`src/ame_pkg.sv`:
```
// Shared types and constants for the accelerometer magnitude smoother.
package ame_pkg;

  typedef struct packed {
    logic signed [15:0] accel_x;
    logic signed [15:0] accel_y;
    logic signed [15:0] accel_z;
  } in_t;

  typedef struct packed {
    logic [15:0] raw_magnitude;
    logic [31:0] smoothed_magnitude;
  } out_t;

  typedef enum logic [2:0] {
    ST_IDLE,
    ST_SQUARE,
    ST_ROOT_GO,
    ST_ROOT,
    ST_SCALE,
    ST_UPDATE
  } state_e;

  localparam logic [16:0] ALPHA_ONE   = 17'd65536;
  localparam logic [16:0] ALPHA_RESET = 17'd26214;

  localparam int unsigned SQ_DIGITS  = 4;
  localparam int unsigned AL_DIGITS  = 5;
  localparam int unsigned ROOT_STEPS = 16;

endpackage

```
`src/accel_magnitude_ema_top.sv`:
```
// Top level of the accelerometer magnitude smoother.
// Takes one three-axis sample per word, returns its floor Euclidean magnitude and the
// exponentially smoothed magnitude in unsigned Q16.16. A sample occupies the block from
// acceptance until its commit: digit-serial squaring, the two-bit-per-cycle square root
// unit, which sets the rate, digit-serial alpha scaling (skipped for the first sample after
// reset, which seeds the average) and a commit step that waits while the output is stalled.
// The finished word waits in an output register so the next sample is taken meanwhile.
module accel_magnitude_ema_top (
  input  logic           clk_i,
  input  logic           rst_ni,
  input  logic           in_valid_i,
  output logic           in_stall_o,
  input  ame_pkg::in_t   in_data_i,
  output logic           out_valid_o,
  input  logic           out_stall_i,
  output ame_pkg::out_t  out_data_o,
  input  logic           cfg_valid_i,
  output logic           cfg_ready_o,
  input  logic [16:0]    cfg_data_i
);

  ame_pkg::state_e state_q, state_d;
  logic [2:0]      cnt_q, cnt_d;
  logic [16:0]     alpha_q;
  logic [31:0]     avg_q;
  logic            seeded_q;
  logic            out_valid_q, out_valid_d;
  ame_pkg::out_t   out_q;

  logic        accept, sq_step, root_start, sc_step, commit, out_free, cnt_last;
  logic        rt_done;
  logic [15:0] rt_root;

  logic [15:0] mx_q, my_q, mz_q;
  logic [15:0] dx_q, dy_q, dz_q;
  logic [31:0] acc_q;
  logic [15:0] mag_q;
  logic signed [32:0] diff_q;
  logic [19:0] al_q;
  logic signed [37:0] hi_q;
  logic [19:0] lo_q;

  logic [19:0] px, py, pz;
  logic [21:0] part;
  logic [16:0] a_eff;
  logic signed [32:0] diff_d;
  logic signed [4:0]  dig_s;
  logic signed [37:0] prod, t;
  logic [31:0] delta, avg_new;
  logic [15:0] abs_x, abs_y, abs_z;

  // Control
  assign out_free = !out_valid_q || !out_stall_i;
  assign cnt_last = (state_q == ame_pkg::ST_SQUARE) ? (cnt_q == 3'(ame_pkg::SQ_DIGITS - 1))
                                                    : (cnt_q == 3'(ame_pkg::AL_DIGITS - 1));

  always_comb begin
    state_d = state_q;
    case (state_q)
      ame_pkg::ST_IDLE: begin
        if (in_valid_i) state_d = ame_pkg::ST_SQUARE;
      end
      ame_pkg::ST_SQUARE: begin
        if (cnt_last) state_d = ame_pkg::ST_ROOT_GO;
      end
      ame_pkg::ST_ROOT_GO: begin
        state_d = ame_pkg::ST_ROOT;
      end
      ame_pkg::ST_ROOT: begin
        if (rt_done) state_d = seeded_q ? ame_pkg::ST_SCALE : ame_pkg::ST_UPDATE;
      end
      ame_pkg::ST_SCALE: begin
        if (cnt_last) state_d = ame_pkg::ST_UPDATE;
      end
      ame_pkg::ST_UPDATE: begin
        if (out_free) state_d = ame_pkg::ST_IDLE;
      end
      default: begin
        state_d = ame_pkg::ST_IDLE;
      end
    endcase
  end

  always_comb begin
    in_stall_o = 1'b1;
    sq_step    = 1'b0;
    root_start = 1'b0;
    sc_step    = 1'b0;
    commit     = 1'b0;
    case (state_q)
      ame_pkg::ST_IDLE:    in_stall_o = 1'b0;
      ame_pkg::ST_SQUARE:  sq_step    = 1'b1;
      ame_pkg::ST_ROOT_GO: root_start = 1'b1;
      ame_pkg::ST_SCALE:   sc_step    = 1'b1;
      ame_pkg::ST_UPDATE:  commit     = out_free;
      default: begin
        in_stall_o = 1'b1;
      end
    endcase
  end

  assign accept      = in_valid_i && !in_stall_o;
  assign out_valid_d = commit || (out_valid_q && out_stall_i);

  always_comb begin
    cnt_d = cnt_q;
    if (sq_step || sc_step) begin
      cnt_d = cnt_last ? 3'd0 : cnt_q + 3'd1;
    end
  end

  always_ff @(posedge clk_i or negedge rst_ni) begin
    if (!rst_ni) begin
      state_q     <= ame_pkg::ST_IDLE;
      cnt_q       <= '0;
      alpha_q     <= ame_pkg::ALPHA_RESET;
      avg_q       <= '0;
      seeded_q    <= 1'b0;
      out_valid_q <= 1'b0;
    end else begin
      state_q     <= state_d;
      cnt_q       <= cnt_d;
      out_valid_q <= out_valid_d;
      if (cfg_valid_i) alpha_q <= cfg_data_i;
      if (commit) begin
        avg_q    <= avg_new;
        seeded_q <= 1'b1;
      end
    end
  end

  assign cfg_ready_o = 1'b1;

  // Datapath
  assign abs_x = in_data_i.accel_x[15] ? 16'(-in_data_i.accel_x) : in_data_i.accel_x;
  assign abs_y = in_data_i.accel_y[15] ? 16'(-in_data_i.accel_y) : in_data_i.accel_y;
  assign abs_z = in_data_i.accel_z[15] ? 16'(-in_data_i.accel_z) : in_data_i.accel_z;

  assign px   = 20'(mx_q) * 20'(dx_q[15:12]);
  assign py   = 20'(my_q) * 20'(dy_q[15:12]);
  assign pz   = 20'(mz_q) * 20'(dz_q[15:12]);
  assign part = 22'(px) + 22'(py) + 22'(pz);

  assign a_eff  = (alpha_q > ame_pkg::ALPHA_ONE) ? ame_pkg::ALPHA_ONE : alpha_q;
  assign diff_d = $signed({1'b0, rt_root, 16'h0000}) - $signed({1'b0, avg_q});

  assign dig_s = $signed({1'b0, al_q[3:0]});
  assign prod  = 38'(diff_q) * 38'(dig_s);
  assign t     = hi_q + prod;

  assign delta   = {hi_q[27:0], lo_q[19:16]};
  assign avg_new = seeded_q ? avg_q + delta : {mag_q, 16'h0000};

  always_ff @(posedge clk_i) begin
    if (accept) begin
      mx_q  <= abs_x;
      my_q  <= abs_y;
      mz_q  <= abs_z;
      dx_q  <= abs_x;
      dy_q  <= abs_y;
      dz_q  <= abs_z;
      acc_q <= '0;
    end else if (sq_step) begin
      dx_q  <= {dx_q[11:0], 4'h0};
      dy_q  <= {dy_q[11:0], 4'h0};
      dz_q  <= {dz_q[11:0], 4'h0};
      acc_q <= {acc_q[27:0], 4'h0} + 32'(part);
    end
    if (state_q == ame_pkg::ST_ROOT && rt_done) begin
      mag_q  <= rt_root;
      diff_q <= diff_d;
      al_q   <= {3'b000, a_eff};
      hi_q   <= '0;
      lo_q   <= '0;
    end else if (sc_step) begin
      al_q <= {4'h0, al_q[19:4]};
      hi_q <= t >>> 4;
      lo_q <= {t[3:0], lo_q[19:4]};
    end
    if (commit) begin
      out_q.raw_magnitude      <= mag_q;
      out_q.smoothed_magnitude <= avg_new;
    end
  end

  ame_isqrt u_isqrt (
    .clk_i   (clk_i),
    .rst_ni  (rst_ni),
    .start_i (root_start),
    .value_i (acc_q),
    .done_o  (rt_done),
    .root_o  (rt_root)
  );

  assign out_valid_o = out_valid_q;
  assign out_data_o  = out_q;

  // Checks
  a_word_from_commit: assert property (@(posedge clk_i) disable iff (!rst_ni)
    $rose(out_valid_q) |-> $past(state_q == ame_pkg::ST_UPDATE))
    else $error("output word without commit");

  a_seed_after_commit: assert property (@(posedge clk_i) disable iff (!rst_ni)
    commit |=> seeded_q)
    else $error("average not seeded after commit");

  a_scale_needs_seed: assert property (@(posedge clk_i) disable iff (!rst_ni)
    state_q == ame_pkg::ST_SCALE |-> seeded_q)
    else $error("scaling before the average is seeded");

  a_root_done_in_root: assert property (@(posedge clk_i) disable iff (!rst_ni)
    rt_done |-> state_q == ame_pkg::ST_ROOT)
    else $error("square root finished outside root state");

  a_held_word_kept: assert property (@(posedge clk_i) disable iff (!rst_ni)
    out_valid_q && out_stall_i |=> out_valid_q && $stable(out_q))
    else $error("stalled output word lost");

endmodule

```
`src/ame_isqrt.sv`:
```
// Two-bit-per-cycle restoring integer square root of a 32-bit value.
module ame_isqrt (
  input  logic        clk_i,
  input  logic        rst_ni,
  input  logic        start_i,
  input  logic [31:0] value_i,
  output logic        done_o,
  output logic [15:0] root_o
);

  logic        busy_q, busy_d;
  logic        done_q, done_d;
  logic [3:0]  cnt_q, cnt_d;
  logic [31:0] rad_q;
  logic [16:0] rem_q;
  logic [15:0] root_q;
  logic [18:0] cur;
  logic [19:0] trial;
  logic        take;

  assign cur   = {rem_q, rad_q[31:30]};
  assign trial = {1'b0, cur} - {2'b00, root_q, 2'b01};
  assign take  = !trial[19];

  always_comb begin
    busy_d = busy_q;
    done_d = 1'b0;
    cnt_d  = cnt_q;
    if (start_i) begin
      busy_d = 1'b1;
      cnt_d  = '0;
    end else if (busy_q) begin
      cnt_d = cnt_q + 4'd1;
      if (cnt_q == 4'(ame_pkg::ROOT_STEPS - 1)) begin
        busy_d = 1'b0;
        done_d = 1'b1;
      end
    end
  end

  always_ff @(posedge clk_i or negedge rst_ni) begin
    if (!rst_ni) begin
      busy_q <= 1'b0;
      done_q <= 1'b0;
      cnt_q  <= '0;
    end else begin
      busy_q <= busy_d;
      done_q <= done_d;
      cnt_q  <= cnt_d;
    end
  end

  always_ff @(posedge clk_i) begin
    if (start_i) begin
      rad_q  <= value_i;
      rem_q  <= '0;
      root_q <= '0;
    end else if (busy_q) begin
      rad_q  <= {rad_q[29:0], 2'b00};
      rem_q  <= take ? trial[16:0] : cur[16:0];
      root_q <= {root_q[14:0], take};
    end
  end

  assign done_o = done_q;
  assign root_o = root_q;

endmodule

```
`config.mk`:
```
export PLATFORM = sky130hd
export DESIGN_NAME = accel_magnitude_ema_top
export DESIGN_NICKNAME = d
export VERILOG_FILES = /design/src/ame_pkg.sv /design/src/accel_magnitude_ema_top.sv /design/src/ame_isqrt.sv
export SDC_FILE = /design/constraint.sdc
export NUM_CORES = 2
export LEC_CHECK = 0
export ABC_AREA = 1
export BUFFER_PORTS_ARGS = -buffer_cell sky130_fd_sc_hd__buf_4
export CAP_MARGIN = 30
export CORE_ASPECT_RATIO = 1.25
export CORE_MARGIN = 4
export CORE_UTILIZATION = 55
export DETAILED_ROUTE_END_ITERATION = 8
export PLACE_DENSITY = 0.74
export REMOVE_ABC_BUFFERS = 1
export SLEW_MARGIN = 20
export SYNTH_ARGS = -nofsm -noshare
export SYNTH_HDL_FRONTEND = slang
export SYNTH_HIERARCHICAL = 1
export SYNTH_SLANG_ARGS = --single-unit
```
`constraint.sdc`:
```
create_clock -name clk_i -period 5.6 [get_ports clk_i]
set_clock_uncertainty 0.1 [all_clocks]
set_input_delay 0.28 -clock clk_i [delete_from_list [all_inputs] [get_ports clk_i]]
set_output_delay 0.28 -clock clk_i [all_outputs]
set_load 0.01 [all_outputs]
```
== Yosys cells after proc, flatten, opt, wreduce, memory -nomap -nowiden ==
Index checks and enable logic that the tools add are counted.

* Bits in registers: 424
* Bits in latches: 0
* Bits in writable memories: 0
* Bits in read-only memories: 0
* Input port bits: 70
* Output and inout port bits: 51
* Memories kept: 0

* Add/sub/neg operators: 12
* Multiply operators: 4
* Div/mod/pow operators: 0
* Magnitude comparators: 1
* Equal/unequal tests: 13
* Shifts and indexed selects: 0
* Mux-type cells: 38
* Bitwise gates (word level): 0
* Reductions and logical operators: 14

{| class="wikitable"
|+ Operators by type and width
! kind !! count
|-
| $mux W16 || 9
|-
| $mux W32 || 3
|-
| $mux W17 || 4
|-
| $mul A16 B4 Y20 || 3
|-
| $neg A16 Y16 || 3
|-
| $add A34 B38 Y38 || 1
|-
| $mul A33 B5 Y38 || 1
|-
| $sub A32 B32 Y33 || 1
|-
| $add A32 B22 Y32 || 1
|-
| $add A32 B32 Y32 || 1
|-
| $add A21 B20 Y22 || 1
|-
| $add A20 B20 Y21 || 1
|-
| $sub A19 B18 Y20 || 1
|-
| $mux W3 || 6
|-
| $pmux W3 S6 || 1
|-
| $gt A17 B17 Y1 const B || 1
|-
| $mux W1 || 13
|-
| $eq A3 B2 Y1 const B || 3
|-
| $eq A3 B3 Y1 const B || 3
|-
| $mux W4 || 2
|-
| $ne A2 B2 Y1 const B || 4
|-
| $reduce_bool A2 Y1 || 3
|-
| $reduce_and A5 Y1 || 1
|-
| $add A4 B1 Y4 const B || 1
|-
| other kinds (8) || 14
|}

== Depth between registers and ports, before layout ==
* Depth after elaboration: 4
* Mapped depth: 26
* Mapped depth without buffers: 24

== Hierarchy ==
Netlist, hierarchy kept.

{| class="wikitable"
|+ Modules (own cells, without submodules)
! module !! times used !! cells each !! area each (sq um) !! seq. area each (sq um)
|-
| accel_magnitude_ema_top || 1 || 3,917 || 30,157.7 || 9,143.8
|-
| ame_isqrt || 1 || 575 || 4,227.8 || 1,771.7
|}

== Worst setup path after synthesis ==
Ideal clock, no wire load.

* Kind: reg-to-reg
* Start point: register dz_q[14]
* End point: register acc_q[17]
* Setup time: 0.114 ns
* Data arrival time: 4.864 ns
* Slack: 0.522 ns
* Stages on the path, launching flop included: 23
* Buffers on the path: 2
* Path through: edfxtp_1 > clkbuf_1 > clkbuf_1 > nand2_1 > fa_1 > inv_1 > fa_1 > fa_1 > fa_1 > inv_1 > fa_1 > inv_1 > ha_1 > nand2_1 > nor2_1 > inv_1 > o21bai_1 > nand3_1 > nand2_1 > nand2_1 > nor2_1 > o21bai_1 > inv_1

* Word-level cells in the longest chain between the ends: 3

{| class="wikitable"
|+ Ends and longest elaborated chain
! what !! RTL line !! text
|-
| from (decl) || accel_magnitude_ema_top.sv:35 || <nowiki>logic [15:0] dx_q, dy_q, dz_q;</nowiki>
|-
| from (signal assigned) || accel_magnitude_ema_top.sv:161 || <nowiki>dz_q <= abs_z;</nowiki>
|-
| from (signal assigned) || accel_magnitude_ema_top.sv:166 || <nowiki>dz_q <= {dz_q[11:0], 4'h0};</nowiki>
|-
| $mul A16 B4 Y20 || accel_magnitude_ema_top.sv:141 || <nowiki>assign pz = 20'(mz_q) * 20'(dz_q[15:12]);</nowiki>
|-
| $add A21 B20 Y22 || accel_magnitude_ema_top.sv:142 || <nowiki>assign part = 22'(px) + 22'(py) + 22'(pz);</nowiki>
|-
| $add A32 B22 Y32 || accel_magnitude_ema_top.sv:167 || <nowiki>acc_q <= {acc_q[27:0], 4'h0} + 32'(part);</nowiki>
|-
| to (signal assigned) || accel_magnitude_ema_top.sv:167 ||
|-
| to (decl) || accel_magnitude_ema_top.sv:36 || <nowiki>logic [31:0] acc_q;</nowiki>
|}

Every way passes these cells.
A chain may end at the register's enable or synchronous reset.

== Worst setup path in the final report ==
* Start point: register dz_q[13]
* End point: register acc_q[15]

Same word-level chain as after synthesis.

==> impl_metrics.tcl <==
set metrics [dict create \
    dr.pass1.iters 7 \
    clkTransAtPathRegs_ps 60 \
    fp-row-count 102 \
    die_height_um 288 \
    grt_first_pass_wirelength_um 145000 \
    avgRoutedWirePerCell_um 15.9 \
    holdCritPathClass "in -> reg" \
    vias 28600 \
    ys_warn_count 6 \
    synthesis.area_mm2 0.0344 \
    finalHoldViolCount 0 \
    slew_headroom_pct 46.0 \
    grt_pass1_vias 29100 \
    path_max_fanout 11 \
    n_fill_cell 5448 \
    wirelength_um 88200 \
    synth_top_cell_by_area "edfxtp_1" \
    avgSynthCellArea_um2 7.65 \
    grt-ovfl-total 0 \
    end_kind "register" \
    async_flop_share_pct 15.4 \
    utilization_pct 62.5 \
    syn_inst 4492 \
    synth.area.top_cells "edfxtp_1 (21%), fa_1 (16%), nand2_1 (15%)" \
    htree_num_levels 2 \
    clock_sinks 408 \
    cp-start-kind "register" \
    gp_congestion 0.953 \
    fp.coreArea_mm2 0.0619 \
    cts-root-buf "clkbuf_16" \
    tightest_slew_ps 810 \
    cts_inserted_buffers 45 \
    dieArea_mm2 0.0666 \
    post-route-period-util_pct 94.8 \
    maxCapViolCount 0 \
    synth_top_area_share_pct 21.1 \
    slew_viol_final 0 \
    synth-main-ff-cell "edfxtp_1" \
    dieWidth_um 232 \
    layout_commonest_cell "nand2_1" \
    rsz0062_at_grt "false" \
    ant_nets 0 \
    clk-insertion-delay-late_ps 590 \
    finalSetupViolCount 0 \
    synth_seq_area_share_pct 31.7 \
    synth_edf_count 242 \
    syn2layout_area_growth_pct 12.5 \
    initial_core_util_pct 55.6 \
    ys_ff_latch 408 \
    grt_antenna_before_repair 1 \
    layout-drive-gt1-share_pct 7.33 \
    cts_tree "done" \
    fin_crit_ps 5310 \
    grt_max_degree 66 \
    drc_errors 0 \
    tns_ps 0 \
    final_cell_mix "nand2_1 (1385), inv_1 (980), fa_1 (270)" \
    hpwl_um 69200 \
    ys_types 55 \
    worstPathArrival_ps 5690 \
    clockBufferDepth 3 \
    nets 5211 \
    fmax_ghz 0.188 \
    gr-usage-all-layers_pct 26.9 \
    drt_iter0_drc 1920 \
    path_class "reg -> reg" \
    portBuffers 119 \
    ios 121 \
    via_per_inst 5.15 \
    worst_ep_required_time_ps 5980 \
    status "finished clean" \
]
==> registers in the layout, indices dropped and copies added (netlist names), 3 cells and up <==
signal	flops
hi_q	34
out_data_o	48
mx_q	16
u_isqrt/rem_q	17
mag_q	16
dx_q	16
lo_q	4
avg_q	32
cnt_q	3
mz_q	16
alpha_q	17
u_isqrt/cnt_q	4
my_q	16
dz_q	16
dy_q	16
u_isqrt/root_o	16
al_q	17
state_q	3
u_isqrt/rad_q	32
diff_q	33
acc_q	32
==> routing by layer <==
layer / GRT usage, % / vias up / part of all wire [%]
met3: 2.88 / 231 / 4.2
met4: 10.6 / 0 / 4.3
li1: - / 14200 / -
met2: 49.8 / 721 / 52
met1: 31.9 / 13500 / 39
met5: 0 / - / 0
==> final cells by class <==
class | instances | area [µm²] | share of cell area [%]
inverters | 997 | 3740 | 9.67
clock inverters | 23 | 240 | 0.621
repair buffers | 254 | 2160 | 5.58
diodes | 1 | 2.50 | 0.00647
multi-input cells | 2977 | 19300 | 49.9
well taps | 832 | 1040 | 2.69
clock buffers | 61 | 1290 | 3.33
flip-flops and latches | 408 | 10900 | 28.2
==> cells by family (layout without fill, tap and decap cells) <==
logic type,after synthesis,in the layout,share of synthesized area (%)
compound gates,407,407,6.50
xor+xnor,100,100,2.55
fa+ha+maj,458,458,22.6
buf+inv,1107,1335,12.3
flops,408,408,31.7
other cells,1,2,0.0109
simple gates,2011,2011,24.4
==> worst paths after layout <==
check                      cells after the start   startpoint  slack, ps              to
max reg2reg                                   19     dz_q[13]        290       acc_q[15]
min                                            3  cfg_valid_i         40     alpha_q[12]
min reg2reg                                    0    mag_q[15]        350  out_data_o[47]
max                                           19     dz_q[13]        290       acc_q[15]
min in group asynchronous                      2       rst_ni         50        avg_q[3]
max in group asynchronous                      3       rst_ni       4760      alpha_q[2]
==> through the flow <==
stage	hold slack, ps	instance area (µm²)	setup slack, ps	instances
after floorplan	-116	33900	708	4382
after global placement	327	36000	209	5355
after detailed placement	330	36100	173	5356
after CTS	2.93	38400	169	5523
after global routing	25.6	38700	17.6	5553
final	42.5	38700	290	5553
==> worst max-delay path, cell delays in order (launching register included) <==
cell	delay, ps
edfxtp_1	570
buf_4	200
nand2_1	70
fa_1	520
fa_1	510
inv_1	50
fa_1	480
fa_1	530
fa_1	530
ha_1	400
a21oi_1	160
nand2_1	190
nand2_1	100
nand2_1	130
nand2_1	100
nand2_1	140
xnor2_2	210
nand2_1	80
nand3_1	80
inv_1	40
==> timing repair <==
action	4_1_cts	5_1_grt
hold buffers	83	0
buffers inserted	0	28
hold endpoints to repair	113	0
setup endpoints to repair	0	20
gates resized for setup	0	2
==> cell usage after synthesis (29+ instances only) <==
master,count
nand3_1,212
clkbuf_1,86
nand2_1,1386
dfxtp_1,103
a21oi_1,142
inv_1,980
nor3_1,39
nor2_1,225
dfrtp_1,55
ha_1,188
xnor2_1,30
or2_2,33
fa_1,270
o21bai_1,29
edfxtp_1,242
nand4_1,43
xor2_1,70
o21ai_0,179
Power is left out: the tool's default activity adds up to more than one toggle a clock period on the data nets, which glitch-free logic cannot reach.
